**src/hdl/cv3_pkg.sv**
```systemverilog
// shared types and constants for the 3x3 convolution unit
// no dependencies
package cv3_pkg;

  localparam int KERNEL_SIZE    = 3;
  localparam int COEF_FRAC_BITS = 8;
  localparam int PIX_W          = 8;
  localparam int COEF_W         = 16;
  localparam int ROW_W          = 48;
  localparam int PROD_W         = 25;
  localparam int SUM_W          = 29;
  localparam int CHAN_W         = 2;
  localparam int GEOM_W         = 12;
  localparam int COUNT_W        = 3;
  localparam int ROW_POS_W      = 13;
  localparam int INDEX_W        = 3;

  typedef enum logic [INDEX_W-1:0] {
    REG_COEF_TOP,
    REG_COEF_MID,
    REG_COEF_BOT,
    REG_FRAME_WIDTH,
    REG_FRAME_HEIGHT,
    REG_CHANNEL_COUNT
  } reg_index_t;

  localparam logic [ROW_W-1:0]   COEF_TOP_RESET   = 48'h0;
  localparam logic [ROW_W-1:0]   COEF_MID_RESET   = 48'h0000_0100_0000;
  localparam logic [ROW_W-1:0]   COEF_BOT_RESET   = 48'h0;
  localparam logic [GEOM_W-1:0]  WIDTH_RESET      = 12'd640;
  localparam logic [GEOM_W-1:0]  HEIGHT_RESET     = 12'd480;
  localparam logic [COUNT_W-1:0] CHANNELS_RESET   = 3'd1;

  typedef logic [KERNEL_SIZE-1:0][KERNEL_SIZE-1:0][PIX_W-1:0] window_t;
  typedef logic [KERNEL_SIZE-1:0][PIX_W-1:0] column_t;

  typedef struct packed {
    logic              en;
    logic              clear;
    logic              left_edge;
    logic [CHAN_W-1:0] chan;
  } tap_ctrl_t;

endpackage

```
**src/hdl/cv3_window.sv**
```systemverilog
// per-channel 3x3 tap window, shift and right-edge padding
// depends on cv3_pkg
module cv3_window
  import cv3_pkg::*;
#(
  parameter int MAX_CHANNELS = 4
) (
  input  logic      clk,
  input  logic      rst,
  input  tap_ctrl_t ctrl,
  input  column_t   col,
  output window_t   win
);

  localparam int CH_W = (MAX_CHANNELS > 1) ? $clog2(MAX_CHANNELS) : 1;

  window_t          taps [MAX_CHANNELS];
  window_t          cur;
  window_t          shifted;
  window_t          restarted;
  window_t          padded;
  logic [CH_W-1:0]  sel;

  assign sel = ctrl.chan[CH_W-1:0];
  assign cur = taps[sel];

  always_comb begin
    for (int r = 0; r < KERNEL_SIZE; r++) begin
      shifted[r][0]   = cur[r][1];
      shifted[r][1]   = cur[r][2];
      shifted[r][2]   = col[r];
      restarted[r][0] = '0;
      restarted[r][1] = '0;
      restarted[r][2] = col[r];
      padded[r][0]    = cur[r][1];
      padded[r][1]    = cur[r][2];
      padded[r][2]    = '0;
    end
  end

  assign win = ctrl.left_edge ? padded : shifted;

  always_ff @(posedge clk) begin
    if (rst || ctrl.clear) begin
      for (int c = 0; c < MAX_CHANNELS; c++) begin
        taps[c] <= '0;
      end
    end else if (ctrl.en) begin
      taps[sel] <= ctrl.left_edge ? restarted : shifted;
    end
  end

endmodule

```
**config.mk**
```make
export PLATFORM = sky130hd
export DESIGN_NAME = cv3_window
export DESIGN_NICKNAME = d
export VERILOG_FILES = /design/src/hdl/cv3_pkg.sv /design/src/hdl/cv3_window.sv
export SDC_FILE = /design/constraint.sdc
export NUM_CORES = 1
export LEC_CHECK = 0
export BUFFER_PORTS_ARGS = -buffer_cell sky130_fd_sc_hd__buf_2
export CORE_MARGIN = 2
export CORE_UTILIZATION = 30
export DETAILED_ROUTE_END_ITERATION = 10
export GPL_ROUTABILITY_DRIVEN = 0
export MAX_ROUTING_LAYER = met4
export PLACE_DENSITY = 0.55
export SYNTH_ARGS = -nofsm -noshare
export SYNTH_HDL_FRONTEND = slang
export SYNTH_SLANG_ARGS = --single-unit
```
**constraint.sdc**
```tcl
create_clock -name clk -period 9.3 [get_ports clk]
set_input_delay 1.86 -clock clk [delete_from_list [all_inputs] [get_ports clk]]
set_output_delay 1.86 -clock clk [all_outputs]
set_load 0.02 [all_outputs]
```
# == Word level (Yosys, flattened, before mapping) ==
# Memories as Yosys holds them, arrays and structs flattened.
# Index checks and enable logic that the tools add are counted.
# classes
muxes,10
reduce_logical,2
# op_table
cell,count
two-way mux 72 bit,2
OR reduction 72 bit,1
two-way mux 64 bit,1
two-way mux 1 bit,6
two-way mux 2 bit,1
logical OR 1 bit,1
# totals
regBits,0
ram_bits,288
input_bits,31
output_inout_bits,72
word_cells,13
n_memories,1
# mem_list
memory,words,width,read_ports,rd_clocked_by_memory_dff,write_ports,line_no,rtl
taps,4,72,1,0,4,cv3_window.sv:17,window_t taps [MAX_CHANNELS];

# == Longest topological paths before layout ==
# depth
ltp_word,5
mapped_depth,6

# == Worst setup path before layout ==
# No wires, ideal clock.
# synth_path
kind,input to register
startpoint,input port ctrl[3] in the netlist's numbering
endpoint,memory taps[1][10] in the netlist's numbering (enable)
t_arrival_ps,6045
required_ps,8780
slack_ps,2735
cell_stages,4
n_path_buf,2
path_cell_list,or3b_2 buf_2 buf_2 o21ai_0
# synth_lines
item,line_no,rtl
start: declaration,cv3_window.sv:10,"input tap_ctrl_t ctrl,"
end: declaration,cv3_window.sv:17,

==> flow_summary.yaml <==
cells_and_area:
  mostFrequentLayoutCell: "edfxtp_1"
  stdcell_count: 1098
  diodes: 0
  post_route_cells_drive_above_1_share: 0.384
  finalNetCount: 726
  largest_register_ffs: 192
  top_register: "taps"
  largestRegisters: "taps: 192 flops"
  fin_area_mm2: 0.0104
  syn_to_final_growth_pct: 15.9
  layout_common_cells: "edfxtp_1, buf_2, inv_1, nor3_1, nor3_2"
global_route:
  grt_pass1_vias: 5350
  grt_overflow: 0
  grt_pass1_wl_um: 32900
  grtUsageTotal: 0.147
  antenna_found_initial: 0
  grt_max_degree: 56
timing:
  tightest_slew_ps: 980
  rsz0062_at_grt: "false"
  hold_slack_ps: 643
  setup_viol: 0
  clock.fmax_mhz: 179
  fin_crit_sh: 0.601
  fin_setup_tns_ps: 0
  finalHoldViolCount: 0
  relSlewSlack: 0.347
  drv_slew: 0
  min_period_ps: 5590
  finalClockSkew_ps: 13.5
worst_hold_path:
  hold_start: "taps[1][18]"
  hp-class: "reg -> reg"
floorplan:
  rows: 63
  core-area_mm2: 0.0296
  initial_core_util: 0.304
  die_w_um: 177
  num_io_pins: 103
  die_h_um: 177
  die_area_mm2: 0.0314
job:
  cap_violations: 0
clock_network:
  clockRootBuffer: "clkbuf_16"
  postCtsSetupBuffers: 0
  h-tree-depth: 4
  clk_path_buf_depth: 2
  postCtsHoldBufs: 0
  clock_latency_ps: 440
  cts.sinks: 192
  post_cts_resized: 0
  cts_buffers: 17
  clkSlewWorstSetupHoldPaths_ps: 80
  cts_tree: "yes"
critical_path:
  crit_chain: "buf_4 -> buf_4 -> mux4_2 -> buf_2"
  crit_family: "buffers and inverters"
  crit_top_cell: "buf_4"
  start_kind: "primary input"
  slowest_stage: "buf_4"
  crit_required_ps: 7440
  crit_path_max_fanout: 34
  worst_setup_path_end_kind: "primary output"
  reg2reg_from: "taps[0][64]"
  critical_path_class: "in -> out"
  max_stage_delay_ps: 670
  arrival_ps: 3730
  worst-path-buf-inv: 3
  critPathLaunch: "ctrl[0]"
status:
  status: "complete, no violations"
route:
  routed_wl_um: 21200
  vias_per_cell: 4.62
  first_pass_iters: 4
  drc: 0
  drtIter0Drc: 291
  vias: 5072
  wl_per_cell_um: 19.3
  drt.antenna.violating_nets: 0
power:
  p_total_uw: 1960
  power_density_mw_per_mm2: 188
  power.leakage_uw: 0.00384
  ir_drop_uv: 128
synthesis:
  synthSimpleGateAreaFrac: 0.163
  synth_compound_area_frac: 0.00167
  ys_warn_count: 0
  yosysSeqAreaShare: 0.641
  ys_types: 20
  synth-adder-area-share: 0
  synthCells: 616
  syn_nets: 647
  syn-mean-instance-area_um2: 14.6
  synth_mux_area_frac: 0.120
  synth_top_family_by_area: "simple AND/OR/NAND/NOR gates"
  synth_area_mm2: 0.00899
  synth_top_cell_by_area: "edfxtp_1"
  yosys.area.top_type_share: 0.641
  yosys.area_share.xor_xnor: 0
  synth-seq-cells: 192
  synth_area_leaders: "edfxtp_1, mux4_2, nor3_2"
placed_design:
  dp.cells: 1066
  hpwl_um: 12400
  io_buffers: 102
  place_area_mm2: 0.00982
[stage by stage]
| stage | setup WS, ps | util |
|---|---|---|
| 2_1_floorplan | 2740 | - |
| 3_3_place_gp | 3620 | 0.332 |
| 3_5_place_dp | 3600 | 0.332 |
| 4_1_cts | 3600 | 0.352 |
| 5_1_grt | 3510 | 0.352 |
| 6_report | 3710 | 0.352 |
[power breakdown]
part	switching (µW)	internal [µW]	total, µW
combinational	135	64.1	199
sequential	19.0	998	1020
clock	362	384	746
[layout make-up]
| cell class | count | area (µm²) |
|---|---|---|
| clock buffers | 17 | 425 |
| clock inverters | 15 | 169 |
| fillers | 2856 | 19100 |
| inverters | 96 | 360 |
| multi-input cells | 276 | 2620 |
| flip-flops and latches | 192 | 5770 |
| well taps | 390 | 488 |
| repair buffers | 112 | 588 |
[worst paths after layout]
kind / slack, ps / depth (start not counted) / end
worst max register to register: 7970 / 2 / taps[3][56]
worst min register to register: 640 / 2 / taps[1][10]
worst max-delay path: 3710 / 4 / win[35]
worst min-delay path: 640 / 2 / taps[1][10]
[synth_stat cells]
cell type / n
and2_1: 24
buf_1: 4
buf_2: 16
buf_4: 6
buf_6: 9
clkbuf_1: 17
edfxtp_1: 192
inv_1: 96
mux4_2: 48
nand2_1: 1
nand2b_1: 2
nand3_1: 1
nor2_1: 49
nor3_1: 74
nor3_2: 70
nor4b_1: 1
o21ai_0: 3
or2_2: 1
or3b_2: 1
or4b_4: 1
[layer usage]
layer / track usage / vias to the layer above / wire length, µm
met5: - / - / 0
met4: 0.0348 / 0 / 179
met1: 0.194 / 2587 / 9830
met2: 0.234 / 100 / 10500
li1: - / 2376 / -
met3: 0.0268 / 9 / 732
[kinds of logic after synthesis]
kind of cell,after synthesis
compound gates,3
buf+inv,148
simple gates,225
flops,192
mux,48
[worst min-delay path, stage by stage, from the launching register on]
cell and delay [ps]:
edfxtp_1 380, inv_1 70, nor3_2 40
Power figures use the tool's default switching activity.
