--- src/hdl/cv3_pkg.sv ---
// shared types and constants for the 3x3 convolution unit
// no dependencies
package cv3_pkg;

  localparam int KERNEL_SIZE    = 3;
  localparam int COEF_FRAC_BITS = 8;
  localparam int PIX_W          = 8;
  localparam int COEF_W         = 16;
  localparam int ROW_W          = 48;
  localparam int PROD_W         = 25;
  localparam int SUM_W          = 29;
  localparam int CHAN_W         = 2;
  localparam int GEOM_W         = 12;
  localparam int COUNT_W        = 3;
  localparam int ROW_POS_W      = 13;
  localparam int INDEX_W        = 3;

  typedef enum logic [INDEX_W-1:0] {
    REG_COEF_TOP,
    REG_COEF_MID,
    REG_COEF_BOT,
    REG_FRAME_WIDTH,
    REG_FRAME_HEIGHT,
    REG_CHANNEL_COUNT
  } reg_index_t;

  localparam logic [ROW_W-1:0]   COEF_TOP_RESET   = 48'h0;
  localparam logic [ROW_W-1:0]   COEF_MID_RESET   = 48'h0000_0100_0000;
  localparam logic [ROW_W-1:0]   COEF_BOT_RESET   = 48'h0;
  localparam logic [GEOM_W-1:0]  WIDTH_RESET      = 12'd640;
  localparam logic [GEOM_W-1:0]  HEIGHT_RESET     = 12'd480;
  localparam logic [COUNT_W-1:0] CHANNELS_RESET   = 3'd1;

  typedef logic [KERNEL_SIZE-1:0][KERNEL_SIZE-1:0][PIX_W-1:0] window_t;
  typedef logic [KERNEL_SIZE-1:0][PIX_W-1:0] column_t;

  typedef struct packed {
    logic              en;
    logic              clear;
    logic              left_edge;
    logic [CHAN_W-1:0] chan;
  } tap_ctrl_t;

endpackage

--- src/hdl/cv3_mac.sv ---
// nine-tap multiply-accumulate, floor, clamp to 0..255, result register
// depends on cv3_pkg
module cv3_mac
  import cv3_pkg::*;
(
  input  logic             clk,
  input  logic             load,
  input  window_t          win,
  input  logic             last_in,
  input  logic [ROW_W-1:0] coef_top,
  input  logic [ROW_W-1:0] coef_mid,
  input  logic [ROW_W-1:0] coef_bot,
  output logic [PIX_W-1:0] filtered,
  output logic             frame_last
);

  logic signed [SUM_W-1:0] sum;
  logic signed [SUM_W-1:0] quot;
  logic [PIX_W-1:0]        clamped;

  always_comb begin
    logic [ROW_W-1:0]         rows [KERNEL_SIZE];
    logic signed [PROD_W-1:0] prod;
    rows[0] = coef_top;
    rows[1] = coef_mid;
    rows[2] = coef_bot;
    sum = '0;
    for (int r = 0; r < KERNEL_SIZE; r++) begin
      for (int k = 0; k < KERNEL_SIZE; k++) begin
        prod = $signed({1'b0, win[r][k]}) * $signed(rows[r][COEF_W*k +: COEF_W]);
        sum  = sum + SUM_W'(prod);
      end
    end
  end

  assign quot = sum >>> COEF_FRAC_BITS;

  always_comb begin
    if (sum[SUM_W-1]) begin
      clamped = '0;
    end else if (|quot[SUM_W-1:PIX_W]) begin
      clamped = '1;
    end else begin
      clamped = quot[PIX_W-1:0];
    end
  end

  always_ff @(posedge clk) begin
    if (load) begin
      filtered   <= clamped;
      frame_last <= last_in;
    end
  end

endmodule

--- config.mk ---
export PLATFORM = sky130hd
export DESIGN_NAME = cv3_mac
export DESIGN_NICKNAME = d
export VERILOG_FILES = /design/src/hdl/cv3_pkg.sv /design/src/hdl/cv3_mac.sv
export SDC_FILE = /design/constraint.sdc
export NUM_CORES = 2
export LEC_CHECK = 0
export BUFFER_PORTS_ARGS = -buffer_cell sky130_fd_sc_hd__buf_2
export CAP_MARGIN = 20
export CORE_MARGIN = 8
export CORE_UTILIZATION = 40
export DETAILED_ROUTE_END_ITERATION = 16
export PLACE_DENSITY = 0.59
export SLEW_MARGIN = 20
export SYNTH_ARGS = -nofsm -noshare
export SYNTH_HDL_FRONTEND = slang
export SYNTH_SLANG_ARGS = --single-unit
--- constraint.sdc ---
create_clock -name clk -period 8.96 [get_ports clk]
set_input_delay 0.896 -clock clk [delete_from_list [all_inputs] [get_ports clk]]
set_output_delay 0.896 -clock clk [all_outputs]
set_load 0.05 [all_outputs]
# Word level (Yosys, flattened, before mapping)
# Index checks and enable logic that the tools add are counted.
dict set report totals {
  reg_bits 9
  output_inout_bits 9
}
dict set report op_classes {
  add_sub_neg 8
  multipliers 9
  muxes 1
  n_reduce_logical 1
}
# cell n
set ops {}
lappend ops {{multiplier 9 x 16 -> 25 bit} 9}
lappend ops {{adder 29 x 25 -> 29 bit} 4}
lappend ops {{adder 28 x 25 -> 29 bit} 1}
lappend ops {{adder 27 x 25 -> 28 bit} 1}
lappend ops {{adder 26 x 25 -> 27 bit} 1}
lappend ops {{adder 25 x 25 -> 26 bit} 1}
lappend ops {{OR reduction 13 bit} 1}
lappend ops {{two-way mux 8 bit} 1}

# Depth between registers and ports, before layout
dict set report logic_depth {
  word_depth 11
  mapped_depth 32
  ltp_nobuf 30
}

# Worst setup path before layout
# Ideal clock, no wire load.
dict set report synth_timing {
  path_type {in2reg}
  start {in win[48] in the netlist's numbering}
  end {reg filtered[2], data pin}
  arrival_ns 8.549
  t_required_ns 8.685
  slack_ns 0.137
  cell_stages 29
  path_buffers 2
  cell_sequence {clkbuf_1 nand2_1 inv_1 fa_1 inv_1 fa_1 inv_1 fa_1 fa_1 inv_1 fa_1 inv_1 fa_1 fa_1 fa_1 fa_1 inv_1 fa_1 inv_1 ha_1 buf_2 a21oi_1 o21ai_2 a221o_1 a211oi_1 o2111a_1 nand4_2 nor4_4 a31oi_1}
}
dict set report synth_via {
  elab_chain_len 6
}
# element line_no
set synth_lines {}
lappend synth_lines {{from (decl)} cv3_mac.sv:8} ;# input window_t win,
lappend synth_lines {{multiplier 9 x 16 -> 25 bit *} cv3_mac.sv:30} ;# prod = $signed({1'b0, win[r][k]}) * $signed(rows[r][COEF_W*k +: COEF_W]);
lappend synth_lines {{adder 29 x 25 -> 29 bit * (3 in a row)} cv3_mac.sv:31} ;# sum = sum + SUM_W'(prod);
lappend synth_lines {{OR reduction 13 bit} cv3_mac.sv:41} ;# end else if (|quot[SUM_W-1:PIX_W]) begin
lappend synth_lines {{two-way mux 8 bit} cv3_mac.sv:41}
lappend synth_lines {{to (signal assigned)} cv3_mac.sv:50} ;# filtered <= clamped;
lappend synth_lines {{to (decl)} cv3_mac.sv:13} ;# output logic [PIX_W-1:0] filtered,
# Every way passes the cells marked *; elsewhere a longest branch is shown, timed or not.
# A chain may end at the register's enable or synchronous reset.

# Worst setup path after layout
dict set report layout_timing {
  start {in win[21] in the netlist's numbering}
  end {reg filtered[4], data pin}
}
dict set report layout_via {
  elab_chain_len 10
}
# element line_no
set layout_lines {}
lappend layout_lines {{multiplier 9 x 16 -> 25 bit *} cv3_mac.sv:30}
lappend layout_lines {{adder 26 x 25 -> 27 bit *} cv3_mac.sv:31}
lappend layout_lines {{adder 27 x 25 -> 28 bit *} cv3_mac.sv:31}
lappend layout_lines {{adder 28 x 25 -> 29 bit *} cv3_mac.sv:31}
lappend layout_lines {{adder 29 x 25 -> 29 bit * (4 in a row)} cv3_mac.sv:31}
lappend layout_lines {{OR reduction 13 bit} cv3_mac.sv:41}
lappend layout_lines {{two-way mux 8 bit} cv3_mac.sv:41}
# Marked as above.

==> results.py <==
metrics = {
    "synth": {
        "yosysSeqAreaShare_pct": 0.614,
        "synth_top_cell_area_share_pct": 60.0,
        "yosys.area.top_type": "fa_1",
        "syn-num-nets": 6431,
        "syn_avg_cell_area_um2": 9.63,
        "synth_cell_types": 58,
        "yosys_warnings": 0,
        "postSynthRegisterBits": 9,
        "syn_area_um2": 44000,
        "synthTopCellsByArea": "fa_1, inv_1, and2_1",
        "syn_inst": 4569,
    },
    "min_path": {
        "holdPathStages": 1,
        "hold_start": "last_in",
        "min_path_type": "in2reg",
    },
    "clock_network": {
        "cts_tree": "yes",
        "clk_pin_slew_ps": 50,
        "htreeDepth": 1,
        "clockBufferDepth": 2,
        "cts_root_buf": "clkbuf_16",
        "clock-sinks": 9,
        "cts_buffers": 3,
        "postCtsHoldBufs": 0,
    },
    "drt": {
        "wirelength_um": 125000,
        "firstDrtPassIters": 6,
        "postRouteAntennaNets": 0,
        "via_per_inst": 4.68,
        "wl_per_cell_um": 19.2,
        "drt_iter0_drc": 1570,
        "num_vias": 30300,
        "drc_errors": 0,
    },
    "sta": {
        "finalSetupViolCount": 0,
        "fmax_mhz": 113,
        "max_slew_margin_pct": 64.3,
        "worst_pin_slew_ps": 531,
        "rsz0062_at_grt": "true",
        "drv_slew": 0,
        "period_share_pct": 99.1,
        "fin_crit_ps": 8880,
        "hold_violations": 0,
    },
    "floorplan": {
        "dieArea_um2": 121000,
        "die_h_um": 348,
        "die_w_um": 348,
        "start_util_pct": 40.4,
        "num_rows": 121,
        "ios": 228,
        "coreArea_um2": 109000,
    },
    "setup_path": {
        "crit_start": "win[21]",
        "required_ps": 8940,
        "start_kind": "input port",
        "arrival_ps": 8860,
        "cp_max_fo": 8,
        "path_class": "in2reg",
        "cp-end-kind": "flip-flop",
    },
    "global_route": {
        "grt_pass1_vias": 34100,
        "track_usage_pct": 21.1,
        "overflow": 0,
        "antenna_found_initial": 31,
        "grt_max_degree": 17,
        "grt_pass1_wl_um": 198000,
    },
    "layout": {
        "nets": 6907,
        "final_cells": 6475,
        "layout_commonest_cell": "inv_1",
        "final_layout_size_suffix_gt1_share_pct": 13.9,
        "area_growth_pct": 13.6,
        "final_cell_mix": "inv_1, fa_1, and2_1",
    },
    "status": {
        "outcome": "finished, final reports clean",
    },
    "job": {
        "maxCapViolCount": 0,
    },
    "placement": {
        "portBuffers": 227,
        "place_inst": 6447,
        "place.gp.congestion": 0.922,
        "hpwl_um": 118000,
    },
}
[metal layers]
| layer | global-route usage (%) | part of all wire (%) | vias up |
|---|---|---|---|
| li1 | - | - | 13600 |
| met1 | 29.4 | 44 | 15800 |
| met3 | 3.29 | 6.3 | 126 |
| met4 | 3.66 | 2.2 | 24 |
| met2 | 35.4 | 48 | 705 |
| met5 | 0 | 0.13 | - |
[cells by family after synthesis]
logic type | synth area share, %
AND/OR/NAND/NOR | 14.6
multiplexers | 0.0228
flip-flops | 0.614
buffers and inverters | 13.5
AO/OA/AOI/OAI | 1.55
adder cells (fa/ha/maj) | 69.2
XOR/XNOR | 0.495
[per-stage QoR]
stage          area [µm²]  hold WS, ps  TNS [ps]  utilization [%]  worst slack, ps
3_3_place_gp        49100         1080     -3230             45.0             -407
4_1_cts             49200          822         0             45.2             1.25
2_1_floorplan       44000          995         0                -              137
6_report            50000          822         0             45.9             81.1
3_5_place_dp        49100         1080     -3380             45.0             -439
5_1_grt             50000          821      -768             45.8             -102
[worst max-delay path, cell delays in order]
cell and delay (ps):
buf_12 120, buf_4 130, buf_4 130, and2_1 150
fa_1 540, inv_1 60, fa_1 530, inv_1 50
fa_1 480, fa_1 540, fa_1 600, fa_2 520
fa_2 670, fa_1 450, fa_1 490, inv_1 50
fa_1 470, inv_1 60, ha_4 290, and3_4 200
buf_4 120, and3_1 180, o221ai_1 160, a32oi_1 260
o211ai_1 160, nor4_4 280, buf_6 180, a31oi_1 80
[cells in the mapped netlist, drive strengths merged]
cell and n:
or4 1, and2 686, a21o 3, a221o 2, and2b 1, nand4 6
or2 1, and4b 1, a32oi 1, o21bai 2, nand3b 3, edfxtp 9
nand2b 1, nor3 4, nand2 485, o221ai 2, a21oi 30, ha 325
nor4 3, xnor2 17, a2111oi 6, fa 1318, nor2b 2, buf 7
nand3 4, inv 1495, xor2 7, nor4b 1, a211o 3, nor2 19
o21ai 16, a41oi 1, a31oi 10, mux2i 1, o22ai 1, and3 2
a221oi 1, o21a 5, clkbuf 77, a211oi 5, o211ai 4, o2111a 1
[flip-flops by register name, summed over array words and instances, names as in the netlist]
signal / cells
filtered: 8
frame_last: 1
[what timing repair did]
| item | CTS | global route |
|---|---|---|
| setup endpoints to repair | 8 | 8 |
| setup buffers | 0 | 6 |
| cloned | 0 | 1 |
| pin swaps | 7 | 101 |
| resized for setup | 27 | 203 |
[path summary, 6_finish.rpt]
path,end,slack (ps)
worst max-delay path,filtered[4]$_SDFFCE_PP0P_,80
worst min-delay path,frame_last$_DFFE_PP_,820
[cell type report]
class / count / area, µm²
Fill cell: 10600 / 59000
Multi-Input combinational cell: 2981 / 38300
Inverter: 1495 / 5610
Timing Repair Buffer: 555 / 3950
Tap cell: 1414 / 1770
Sequential cell: 9 / 270
Clock buffer: 3 / 75.1
Antenna cell: 17 / 42.5
Clock inverter: 1 / 5.00
Power is left out: the tool's default activity adds up to more than one toggle a clock period on the data nets, which glitch-free logic cannot reach.
